[src/rtl/core/gsg_pkg.sv]
package gsg_pkg;

    localparam int MAX_WIDTH_DEF  = 1024;
    localparam int MAX_HEIGHT_DEF = 65535;

    // Row counters run a few rows past the frame while the pipeline drains.
    localparam int ROW_W = 17;

    localparam logic [10:0] WIDTH_RESET  = 11'd1024;
    localparam logic [15:0] HEIGHT_RESET = 16'd1024;

    typedef enum logic {
        REG_FRAME_WIDTH  = 1'b0,
        REG_FRAME_HEIGHT = 1'b1
    } t_reg_idx;

    // 90 degrees in the accumulator scale (Q.4 with 8 guard bits).
    localparam logic signed [21:0] ANG_Q90 = 22'sd368827;
    localparam logic signed [12:0] ANG_MAX = 13'sd2882;

    // Slightly below 2^32 / 159, used to divide the blur sum by 159.
    localparam logic [24:0] RECIP_159 = 25'd27012031;
    localparam logic [7:0]  DIV_159   = 8'd159;

    typedef struct packed {
        logic rd;
        logic raw_wr;
        logic col;
        logic sum;
        logic mul;
        logic cor;
        logic bwr;
        logic sob;
        logic cinit;
        logic cord;
        logic fin;
        logic adv;
    } t_cmd;

    typedef struct packed {
        logic blur_on;
        logic sob_on;
        logic it_done;
    } t_sts;

    function automatic logic [3:0] gauss_w(input int e, input int k);
        logic [3:0] w;
        w = 4'd0;
        case (e * 5 + k)
            0, 4, 20, 24:                 w = 4'd2;
            1, 3, 5, 9, 15, 19, 21, 23:   w = 4'd4;
            2, 10, 14, 22:                w = 4'd5;
            6, 8, 16, 18:                 w = 4'd9;
            7, 11, 13, 17:                w = 4'd12;
            12:                           w = 4'd15;
            default:                      w = 4'd0;
        endcase
        return w;
    endfunction

    function automatic logic [17:0] atan_tab(input logic [3:0] i);
        logic [17:0] a;
        case (i)
            4'd0:    a = 18'd184413;
            4'd1:    a = 18'd108866;
            4'd2:    a = 18'd57522;
            4'd3:    a = 18'd29199;
            4'd4:    a = 18'd14656;
            4'd5:    a = 18'd7335;
            4'd6:    a = 18'd3668;
            4'd7:    a = 18'd1834;
            4'd8:    a = 18'd917;
            4'd9:    a = 18'd459;
            4'd10:   a = 18'd229;
            4'd11:   a = 18'd115;
            4'd12:   a = 18'd57;
            4'd13:   a = 18'd29;
            4'd14:   a = 18'd14;
            default: a = 18'd7;
        endcase
        return a;
    endfunction

endpackage

[src/rtl/core/gsg_ctrl.sv]
module gsg_ctrl (
    input  logic          i_clk,
    input  logic          i_rst_n,
    input  logic          i_valid,
    output logic          o_ready,
    output logic          o_valid,
    input  logic          i_ready,
    input  gsg_pkg::t_sts i_sts,
    output gsg_pkg::t_cmd o_cmd
);

    typedef enum logic [10:0] {
        S_IDLE  = 11'b00000000001,
        S_RAW   = 11'b00000000010,
        S_COL   = 11'b00000000100,
        S_SUM   = 11'b00000001000,
        S_MUL   = 11'b00000010000,
        S_COR   = 11'b00000100000,
        S_BWR   = 11'b00001000000,
        S_SOB   = 11'b00010000000,
        S_CINIT = 11'b00100000000,
        S_CORD  = 11'b01000000000,
        S_FIN   = 11'b10000000000
    } t_state;

    t_state r_state, n_state;
    logic   r_valid, n_valid;
    logic   out_free;

    assign out_free = !r_valid || i_ready;
    assign o_ready  = (r_state == S_IDLE);
    assign o_valid  = r_valid;

    always_comb begin
        n_state = r_state;
        o_cmd   = '0;
        case (r_state)
            S_IDLE: begin
                if (i_valid) begin
                    o_cmd.rd = 1'b1;
                    n_state  = S_RAW;
                end
            end
            S_RAW: begin
                o_cmd.raw_wr = 1'b1;
                if (i_sts.blur_on) begin
                    n_state = S_COL;
                end else begin
                    o_cmd.adv = 1'b1;
                    n_state   = S_IDLE;
                end
            end
            S_COL: begin
                o_cmd.col = 1'b1;
                n_state   = S_SUM;
            end
            S_SUM: begin
                o_cmd.sum = 1'b1;
                n_state   = S_MUL;
            end
            S_MUL: begin
                o_cmd.mul = 1'b1;
                n_state   = S_COR;
            end
            S_COR: begin
                o_cmd.cor = 1'b1;
                n_state   = S_BWR;
            end
            S_BWR: begin
                o_cmd.bwr = 1'b1;
                if (i_sts.sob_on) begin
                    n_state = S_SOB;
                end else begin
                    o_cmd.adv = 1'b1;
                    n_state   = S_IDLE;
                end
            end
            S_SOB: begin
                o_cmd.sob = 1'b1;
                n_state   = S_CINIT;
            end
            S_CINIT: begin
                o_cmd.cinit = 1'b1;
                n_state     = S_CORD;
            end
            S_CORD: begin
                o_cmd.cord = 1'b1;
                if (i_sts.it_done) begin
                    n_state = S_FIN;
                end
            end
            S_FIN: begin
                if (out_free) begin
                    o_cmd.fin = 1'b1;
                    o_cmd.adv = 1'b1;
                    n_state   = S_IDLE;
                end
            end
            default: begin
                n_state = S_IDLE;
            end
        endcase
    end

    always_comb begin
        n_valid = r_valid;
        if (o_cmd.fin) begin
            n_valid = 1'b1;
        end else if (i_ready) begin
            n_valid = 1'b0;
        end
    end

    always_ff @(posedge i_clk) begin
        if (!i_rst_n) begin
            r_state <= S_IDLE;
            r_valid <= 1'b0;
        end else begin
            r_state <= n_state;
            r_valid <= n_valid;
        end
    end

endmodule

[config.mk]
export PLATFORM = sky130hd
export DESIGN_NAME = gsg_ctrl
export DESIGN_NICKNAME = d
export VERILOG_FILES = /design/src/rtl/core/gsg_pkg.sv /design/src/rtl/core/gsg_ctrl.sv
export SDC_FILE = /design/constraint.sdc
export NUM_CORES = 1
export LEC_CHECK = 0
export BUFFER_PORTS_ARGS = -buffer_cell sky130_fd_sc_hd__buf_2
export CAP_MARGIN = 15
export CORE_ASPECT_RATIO = 1.1
export CORE_MARGIN = 5
export CORE_UTILIZATION = 54
export DETAILED_ROUTE_END_ITERATION = 10
export PLACE_DENSITY = 0.88
export SLEW_MARGIN = 20
export SYNTH_ARGS = -nofsm -noshare
export SYNTH_HDL_FRONTEND = slang
export SYNTH_SLANG_ARGS = --single-unit
[constraint.sdc]
create_clock -name i_clk -period 3.6 [get_ports i_clk]
set_input_delay 0.36 -clock i_clk [delete_from_list [all_inputs] [get_ports i_clk]]
set_output_delay 0.36 -clock i_clk [all_outputs]
set_load 0.1 [all_outputs]
==> results.py, run 1 <==
metrics = {
    "worst_setup_path": {
        "cp_max_fo": 9,
        "endpoint_kind": "output pin",
        "path_class": "reg2out",
        "cp.arrival_ns": 2.20,
        "start_kind": "flip-flop",
        "reg2regPathDepth": 5,
        "cp.required_ns": 3.24,
    },
    "floorplanning": {
        "io_pins": 21,
        "start_util_pct": 57.1,
        "die_x_um": 46.3,
        "die_h_um": 49.9,
        "num_rows": 14,
        "fp.coreArea_um2": 1370,
        "die_area_um2": 2310,
    },
    "detailed_routing": {
        "wl_per_cell_um": 15.1,
        "dr_wl_met2_um": 955,
        "drt_iter0_drc": 19,
        "vias": 747,
        "top_layer": "met4",
        "via_per_inst": 6.07,
        "postRouteAntennaNets": 0,
        "wl_met3_um": 100,
        "drt-pass1-iter-count": 4,
        "wl_met1_um": 746,
        "drt_wl_total_mm": 1.86,
        "drc_errors": 0,
    },
    "outcome": {
        "outcome": "finished clean",
    },
    "global_route": {
        "antenna_found_initial": 0,
        "track_usage_pct": 18.2,
        "grt_pass1_vias": 713,
        "grt_max_degree": 12,
        "grt-ovfl-total": 0,
        "grt_pass1_wl_mm": 3.13,
    },
    "place": {
        "routabilityCongestion": 0.854,
        "port-buffer-count": 20,
        "placed_area_um2": 866,
        "post-dp-hpwl_mm": 1.41,
    },
    "sta": {
        "max-slew-margin-rel_pct": 67.4,
        "tns_ns": 0,
        "period_minus_slack_ns": 2.56,
        "hold_viol_final": 0,
        "fin_crit_sh_pct": 71.0,
        "finalMaxSlewViolations": 0,
        "rsz0062_at_grt": "no",
        "skew_ns": 0.00158,
        "tightest_slew_ns": 0.493,
        "holdWs_ns": 0.319,
        "setup_violations": 0,
        "max_freq_mhz": 391,
    },
    "synth": {
        "synth_ff_type": "dfxtp_1",
        "avgSynthCellArea_um2": 8.77,
        "netlist_top_cells_area": "dfxtp_1 (31%), nor3b_1 (5.8%), and3_1 (5.6%)",
        "synth_top_area_cell": "dfxtp_1",
        "yosysSeqAreaShare_pct": 30.8,
        "async_flop_share_pct": 0,
        "syn-num-nets": 96,
        "synth_area_um2": 781,
        "postSynthCellCount": 89,
        "synth.distinct_cells": 40,
        "yosysMostFrequentCell": "dfxtp_1",
        "ys_ff_latch": 12,
        "yosys-top-cells-count": "dfxtp_1 (12), nor2_1 (9), and3_1 (7)",
        "yosys_warnings": 0,
        "synth_edf_count": 0,
        "post-synth-top-area-fraction_pct": 30.8,
    },
    "pwr": {
        "peakVddDrop_mv": 0.419,
        "power_leakage_uw": 0.000418,
        "cellPowerDensity_nw_per_um2": 508,
    },
    "cts": {
        "clock_sinks": 12,
        "cts_setup_buffers": 0,
        "numCtsBuffers": 3,
        "ctsResizeCount": 0,
        "cts_tree": "built",
        "clock_latency_ns": 0.28,
        "cts_max_level": 1,
        "cts-root-buf": "clkbuf_4",
        "cts_max_path_buffers": 2,
        "cts_hold_buf": 0,
        "clk_pin_slew_worst_paths_ns": 0.07,
    },
    "worst_hold_path": {
        "min_path_type": "in2reg",
        "hold_depth": 3,
    },
    "layout": {
        "finalNetCount": 116,
        "final_util_pct": 65.0,
        "drive_gt1_share_pct": 32.7,
        "antenna_cells": 0,
        "syn_to_final_growth_pct": 13.8,
        "final_area_um2": 888,
    },
    "run": {
        "maxCapViolCount": 0,
    },
}
==> cells in the final DEF, fill, tap and decap left out, types with 3 or more instances in the layout <==
cell,instances
nand2_1,4
nor2_1,9
clkbuf_4,3
and3_1,7
dfxtp_1,12
o21ai_0,3
nor3b_1,6
buf_2,20
and2_1,4
inv_1,3
==> worst max-delay path, cell delays in order, from the launching register on <==
cell       delay (ns)
dfxtp_1          0.40
nor4_4           0.36
and2_1           0.23
and4b_4          0.28
o2bb2ai_2        0.12
or2_1            0.12
buf_2            0.42
==> area by class of cell <==
| type | count | area [um^2] |
|---|---|---|
| Tap cell | 16 | 20.0 |
| Clock buffer | 3 | 22.5 |
| Timing Repair Buffer | 20 | 100 |
| Inverter | 3 | 11.3 |
| Multi-Input combinational cell | 69 | 494 |
| Fill cell | 125 | 478 |
| Sequential cell | 12 | 240 |
==> registers in the layout, indices dropped and copies added (netlist names) <==
name / cells
r_state: 11
o_valid: 1
==> where the power goes <==
part / internal, uW / switching, uW / leakage [uW]
Sequential: 141 / 14.1 / 0.0000972
Combinational: 58.9 / 155 / 0.000307
Clock: 38.8 / 44.5 / 0.0000138
Total: 239 / 213 / 0.000418
==> routing by layer <==
layer,global-route usage (%),vias up
li1,-,361
met5,0,-
met1,20.3,352
met4,9.95,0
met2,31.2,27
met3,2.55,7
==> kinds of logic (layout without fill, tap and decap cells) <==
family	count (synthesis)	after routing	synth area share, %
DFF	12	12	30.8
AOI/OAI and AO/OA	12	12	11.4
xor gates and xnor gates	2	2	2.24
buffers and inverters	8	26	5.93
and+or+nand+nor	55	55	49.7
==> stage by stage <==
stage               instances  worst slack, ns  total power [uW]
floorplan                  89           0.0579               340
global placement          120             1.46               363
detailed placement        120             1.38               369
CTS                       123             1.07               449
global route              123            0.939               473
finish                    123             1.04               452
==> worst paths after layout <==
check | start | end | slack [ns]
max | r_state[0]$_SDFFE_PN1P_ | o_cmd[0] | 1.04
min | i_sts[2] | r_state[2]$_SDFFE_PN0P_ | 0.32
max reg2reg | r_state[2]$_SDFFE_PN0P_ | r_state[4]$_SDFFE_PN0P_ | 1.84
min reg2reg | o_valid$_SDFFE_PN0P_ | o_valid$_SDFFE_PN0P_ | 0.58
Note: power is estimated with default switching activity, not from simulation.
==> inputs of run 2 (changes only) <==
--- a/config.mk
+++ b/config.mk
@@ -5,13 +5,14 @@
 export SDC_FILE = /design/constraint.sdc
 export NUM_CORES = 1
 export LEC_CHECK = 0
+export ABC_AREA = 1
 export BUFFER_PORTS_ARGS = -buffer_cell sky130_fd_sc_hd__buf_2
 export CAP_MARGIN = 15
 export CORE_ASPECT_RATIO = 1.1
 export CORE_MARGIN = 5
-export CORE_UTILIZATION = 54
+export CORE_UTILIZATION = 46
 export DETAILED_ROUTE_END_ITERATION = 10
-export PLACE_DENSITY = 0.88
+export PLACE_DENSITY = 0.79
 export SLEW_MARGIN = 20
 export SYNTH_ARGS = -nofsm -noshare
 export SYNTH_HDL_FRONTEND = slang
==> constraint.sdc (replaced) <==
create_clock -name i_clk -period 2.3 [get_ports i_clk]
set_input_delay 0.23 -clock i_clk [delete_from_list [all_inputs] [get_ports i_clk]]
set_output_delay 0.23 -clock i_clk [all_outputs]
set_load 0.1 [all_outputs]
==> run 2 against run 1 <==
Net effect: global-route usage down 2.9 points; largest cell class unchanged; clock power increased by 110%; sequential share of layout area is 2.8 points lower; design area grew 11%; count of clock-buffer cells in the layout increased by 1; synthesized cell count is 34% higher; largest power group unchanged; highest routed layer unchanged; wire length is 4.7% lower.
==> results.py, run 2 <==
metrics = {
    "global_route": {
        "track_usage_pct": 15.3,
        "grt_pass1_vias": 770,
        "grt_max_degree": 11,
        "grt_pass1_wl_mm": 3.06,
        "antenna_found_initial": 0,
        "grt-ovfl-total": 0,
    },
    "cts": {
        "clock_latency_ns": 0.28,
        "ctsResizeCount": 0,
        "cts_hold_buf": 0,
        "cts_max_level": 1,
        "cts_max_path_buffers": 2,
        "clk_pin_slew_worst_paths_ns": 0.08,
        "cts_tree": "built",
        "numCtsBuffers": 3,
        "cts-root-buf": "clkbuf_4",
        "clock_sinks": 12,
        "cts_setup_buffers": 0,
    },
    "floorplanning": {
        "io_pins": 21,
        "start_util_pct": 47.6,
        "die_h_um": 54.5,
        "num_rows": 16,
        "fp.coreArea_um2": 1740,
        "die_x_um": 50.5,
        "die_area_um2": 2750,
    },
    "layout": {
        "final_area_um2": 990,
        "regMostFlops": "r_state",
        "syn_to_final_growth_pct": 19.5,
        "layout_common_cells": "nand2_1 (28), inv_1 (21), buf_2 (20)",
        "largest_reg_flops": 11,
        "final_cells": 160,
        "finalNetCount": 150,
        "mostFrequentLayoutCell": "nand2_1",
        "antenna_cells": 0,
        "drive_gt1_share_pct": 39.4,
    },
    "place": {
        "dp_cells": 156,
        "routabilityCongestion": 0.800,
        "port-buffer-count": 20,
        "post-dp-hpwl_mm": 1.44,
        "placed_area_um2": 953,
    },
    "detailed_routing": {
        "via_per_inst": 4.80,
        "drt-pass1-iter-count": 4,
        "vias": 768,
        "drt_wl_total_mm": 1.77,
        "drc_errors": 0,
        "wl_per_cell_um": 11.1,
        "postRouteAntennaNets": 0,
        "drt_iter0_drc": 16,
    },
    "synth": {
        "synth_ff_type": "dfxtp_1",
        "synth_area_um2": 828,
        "post-synth-top-area-fraction_pct": 29.0,
        "postSynthCellCount": 119,
        "yosysMostFrequentCell": "nand2_1",
        "synth_compound_area_share_pct": 3.32,
        "synth-simple-area-share_pct": 54.4,
        "synth_top_family_by_area": "simple AND/OR/NAND/NOR gates",
        "yosys_warnings": 0,
        "async_flop_share_pct": 0,
        "ys_ff_latch": 12,
        "syn-num-nets": 126,
        "synth_fa_ha_area_share_pct": 0,
        "yosys-top-cells-count": "nand2_1 (28), inv_1 (21), nor2_1 (13)",
        "avgSynthCellArea_um2": 6.96,
        "synth_xor_area_share_pct": 0,
        "yosysSeqAreaShare_pct": 29.0,
        "synth_edf_count": 0,
        "synth.area.mux_share_pct": 0,
        "synth_top_area_cell": "dfxtp_1",
        "synth.distinct_cells": 21,
        "netlist_top_cells_area": "dfxtp_1 (29%), nand2_1 (13%), nor3_2 (9.7%)",
    },
    "sta": {
        "tns_ns": 0,
        "rsz0062_at_grt": "no",
        "max-slew-margin-rel_pct": 67.5,
        "hold_viol_final": 0,
        "setup_violations": 0,
        "skew_ns": 0.00137,
        "tightest_slew_ns": 0.491,
        "period_minus_slack_ns": 2.07,
        "max_freq_mhz": 484,
        "fin_crit_sh_pct": 89.9,
        "finalMaxSlewViolations": 0,
        "holdWs_ns": 0.202,
    },
    "run": {
        "maxCapViolCount": 0,
    },
    "pwr": {
        "cellPowerDensity_nw_per_um2": 1080,
        "power_leakage_uw": 0.000559,
        "peakVddDrop_mv": 1.40,
    },
    "worst_hold_path": {
        "worstHoldStart": "i_sts[1]",
        "min_path_type": "in2reg",
        "hold_depth": 3,
    },
    "worst_setup_path": {
        "endpoint_kind": "output pin",
        "crit_chain": "nor2_2 > nand2_2 > nor2_4 > nand2_1 > o21ai_1 > inv_2 > o21ai_2 > buf_2",
        "path_class": "reg2out",
        "startpoint": "r_state[9]$_SDFFE_PN0P_",
        "r2r-start": "r_state[2]$_SDFFE_PN0P_",
        "cp_max_fo": 4,
        "start_kind": "flip-flop",
        "cp.required_ns": 2.07,
        "cp.arrival_ns": 1.84,
        "cp_top_family": "simple AND/OR/NAND/NOR gates",
        "critical_path_buf_inv_count": 2,
        "reg2regPathDepth": 8,
        "critical_path_depth": 8,
        "slowest_stage": "buf_2",
        "max_stage_delay_ns": 0.43,
    },
    "outcome": {
        "outcome": "finished clean",
    },
}
run 2: final timing paths:
path	to	slack (ns)
max reg2reg	r_state[3]$_SDFFE_PN0P_	0.91
min reg2reg	o_valid$_SDFFE_PN0P_	0.61
max	o_cmd[0]	0.23
min	r_state[7]$_SDFFE_PN0P_	0.20
run 2: power breakdown:
part	internal, uW	total (uW)	switching, uW	leakage, uW
registers	232	250	18.5	0.0000973
clock network	96.4	172	75.6	0.0000210
logic	143	648	505	0.000440
run 2: per-layer routing:
metal | vias up | track usage [%] | share of wire, %
met2 | 24 | 27.3 | 49
met4 | 0 | 11.5 | 3.2
li1 | 406 | - | -
met1 | 333 | 15.2 | 41
met5 | - | 0 | 0
met3 | 5 | 4.09 | 6.2
run 2: kinds of logic after synthesis:
logic type / after synthesis
AOI/OAI and AO/OA: 4
buffers and inverters: 27
DFF: 12
and+or+nand+nor: 76
run 2: layout make-up:
type	instances	area (um^2)
Timing Repair Buffer	20	100
Clock buffer	4	36.3
Inverter	26	103
Multi-Input combinational cell	80	488
Fill cell	175	752
Sequential cell	12	240
Tap cell	18	22.5
run 2: stage by stage:
step | utilization [%] | setup slack [ns] | total power, uW
floorplan | - | 0.0420 | 808
global placement | 54.7 | 0.578 | 888
detailed placement | 54.7 | 0.535 | 906
finish | 56.8 | 0.232 | 1070
CTS | 56.8 | 0.217 | 1080
global route | 56.8 | 0.110 | 1140
run 2: worst reg2reg max path: stages (launching register included):
cell     delay, ns
dfxtp_1       0.32
nor2_2        0.15
nand2_2       0.12
nor2_4        0.15
nand2_1       0.15
nor2_4        0.17
nor2_8        0.07
inv_6         0.10
nor3_2        0.05
==> inputs of run 3 (changes only) <==
--- a/config.mk
+++ b/config.mk
@@ -10,9 +10,9 @@
 export CAP_MARGIN = 15
 export CORE_ASPECT_RATIO = 1.1
 export CORE_MARGIN = 5
-export CORE_UTILIZATION = 46
+export CORE_UTILIZATION = 55
 export DETAILED_ROUTE_END_ITERATION = 10
-export PLACE_DENSITY = 0.79
+export PLACE_DENSITY = 0.88
 export SLEW_MARGIN = 20
 export SYNTH_ARGS = -nofsm -noshare
 export SYNTH_HDL_FRONTEND = slang
==> constraint.sdc (replaced) <==
create_clock -name i_clk -period 2.4 [get_ports i_clk]
set_input_delay 0.24 -clock i_clk [delete_from_list [all_inputs] [get_ports i_clk]]
set_output_delay 0.24 -clock i_clk [all_outputs]
set_load 0.1 [all_outputs]
==> run 3 against run 2 <==
Net effect: first-iteration DRC count rose by 6.3%; hold slack improved by 0.020 ns; clock power down 6%; combinational power decreased by 3.9%; non-clock buffer count unchanged; power decreased by 3.8%; critical path depth unchanged.
==> results.py, run 3 (synthesized netlist as in run 2, its figures left out) <==
metrics = {
    "outcome": {
        "outcome": "finished clean",
    },
    "sta": {
        "fin_crit_sh_pct": 88.1,
        "tns_ns": 0,
        "hold_viol_final": 0,
        "setup_violations": 0,
        "skew_ns": 0.00173,
        "rsz0062_at_grt": "no",
        "max-slew-margin-rel_pct": 67.3,
        "period_minus_slack_ns": 2.12,
        "holdWs_ns": 0.222,
        "finalMaxSlewViolations": 0,
        "tightest_slew_ns": 0.494,
        "max_freq_mhz": 473,
    },
    "layout": {
        "largest_reg_flops": 11,
        "layout_common_cells": "nand2_1 (28), inv_1 (21), buf_2 (20)",
        "multi_input_area_um2": 488,
        "regArea_um2": 240,
        "syn_to_final_growth_pct": 19.2,
        "regMostFlops": "r_state",
        "drive_gt1_share_pct": 39.4,
        "n_fill_cell": 121,
        "antenna_cells": 0,
        "finalNetCount": 150,
        "mostFrequentLayoutCell": "nand2_1",
    },
    "cts": {
        "cts_setup_buffers": 0,
        "clk_pin_slew_worst_paths_ns": 0.08,
        "cts_max_path_buffers": 2,
        "cts_max_level": 1,
        "clock_sinks": 12,
        "cts_hold_buf": 0,
        "cts-root-buf": "clkbuf_4",
        "ctsResizeCount": 0,
        "numCtsBuffers": 3,
        "clock_latency_ns": 0.27,
        "cts_tree": "built",
    },
    "floorplanning": {
        "fp.coreArea_um2": 1400,
        "num_rows": 14,
        "die_x_um": 47,
        "die_h_um": 50.7,
        "die_area_um2": 2380,
        "io_pins": 21,
        "start_util_pct": 59.1,
    },
    "worst_setup_path": {
        "path_class": "reg2out",
        "start_kind": "flip-flop",
        "endpoint_kind": "output pin",
        "cp.required_ns": 2.16,
        "cp.arrival_ns": 1.88,
        "cp_max_fo": 4,
    },
    "detailed_routing": {
        "vias": 786,
        "drt_iter0_drc": 17,
        "drc_errors": 0,
        "postRouteAntennaNets": 0,
        "via_per_inst": 4.97,
        "drt_wl_total_mm": 1.86,
        "drt-pass1-iter-count": 4,
        "wl_per_cell_um": 11.8,
    },
    "global_route": {
        "grt-ovfl-total": 0,
        "antenna_found_initial": 0,
        "grt_pass1_vias": 784,
        "grt_max_degree": 11,
        "grt_pass1_wl_mm": 2.99,
        "track_usage_pct": 17.5,
    },
    "pwr": {
        "cellPowerDensity_nw_per_um2": 1040,
        "peakVddDrop_mv": 1.23,
        "p_int_uw": 451,
        "combinationalPowerShare_pct": 60.5,
        "power_leakage_uw": 0.000559,
        "switchingPower_uw": 578,
        "switching_share_pct": 56.2,
        "p_clk_share_pct": 15.8,
        "seqPwrFrac_pct": 23.7,
    },
    "place": {
        "port-buffer-count": 20,
        "routabilityCongestion": 0.767,
        "post-dp-hpwl_mm": 1.45,
    },
    "run": {
        "maxCapViolCount": 0,
    },
    "worst_hold_path": {
        "min_path_type": "in2reg",
    },
}
## run 3: cell counts in the layout (fill, tap and decap cells not counted)
No cell type changed its count.
## run 3: stage by stage
stage          util (%)  total power (uW)  setup slack, ns  cell area [um^2]  cells
3_3_place_gp       67.9               848            0.674               951    154
3_5_place_dp       67.9               862            0.615               951    154
2_1_floorplan         -               775            0.132               838    119
5_1_grt            70.4              1080            0.193               987    158
4_1_cts            70.4              1030            0.276               987    158
6_report           70.4              1030            0.285               987    158
## run 3: worst paths after layout
kind / start / end / slack (ns) / cells past startpoint
setup / recovery: r_state[9]$_SDFFE_PN0P_ / o_cmd[0] / 0.28 / 8
hold / removal: i_sts[1] / r_state[7]$_SDFFE_PN0P_ / 0.22 / 3
setup reg to reg: r_state[0]$_SDFFE_PN1P_ / r_state[1]$_SDFFE_PN0P_ / 1.00 / 8
hold reg to reg: r_state[7]$_SDFFE_PN0P_ / r_state[7]$_SDFFE_PN0P_ / 0.61 / 3
## run 3: power by group through the flow
stage / Combinational [uW] / Clock [uW] / Sequential (uW)
finish: 623 / 162 / 244
global route: 663 / 174 / 244
global placement: 606 / 0 / 242
CTS: 625 / 165 / 241
detailed placement: 617 / 0 / 244
floorplan: 533 / 0 / 242
## run 3: cell type report
class | instances | share of cell area [%]
Sequential cell | 12 | 24.3
Timing Repair Buffer | 20 | 10.1
Inverter | 26 | 10.4
Clock buffer | 4 | 3.68
Tap cell | 16 | 2.03
Multi-Input combinational cell | 80 | 49.4
## run 3: worst max-delay path, stage by stage (launching register included)
cell     delay [ns]
dfxtp_1        0.35
nor2_2         0.12
nand2_2        0.10
nor2_4         0.18
nand2_1        0.13
o21ai_1        0.17
inv_2          0.06
o21ai_2        0.05
buf_2          0.43
## run 3: metal layers
| metal | share of wire, % | global-route usage [%] | vias to the layer above |
|---|---|---|---|
| li1 | - | - | 404 |
| met1 | 40 | 17.3 | 353 |
| met2 | 53 | 32.4 | 25 |
| met3 | 6.2 | 2.50 | 4 |
| met4 | 1.6 | 10.1 | 0 |
| met5 | 0 | 0 | - |
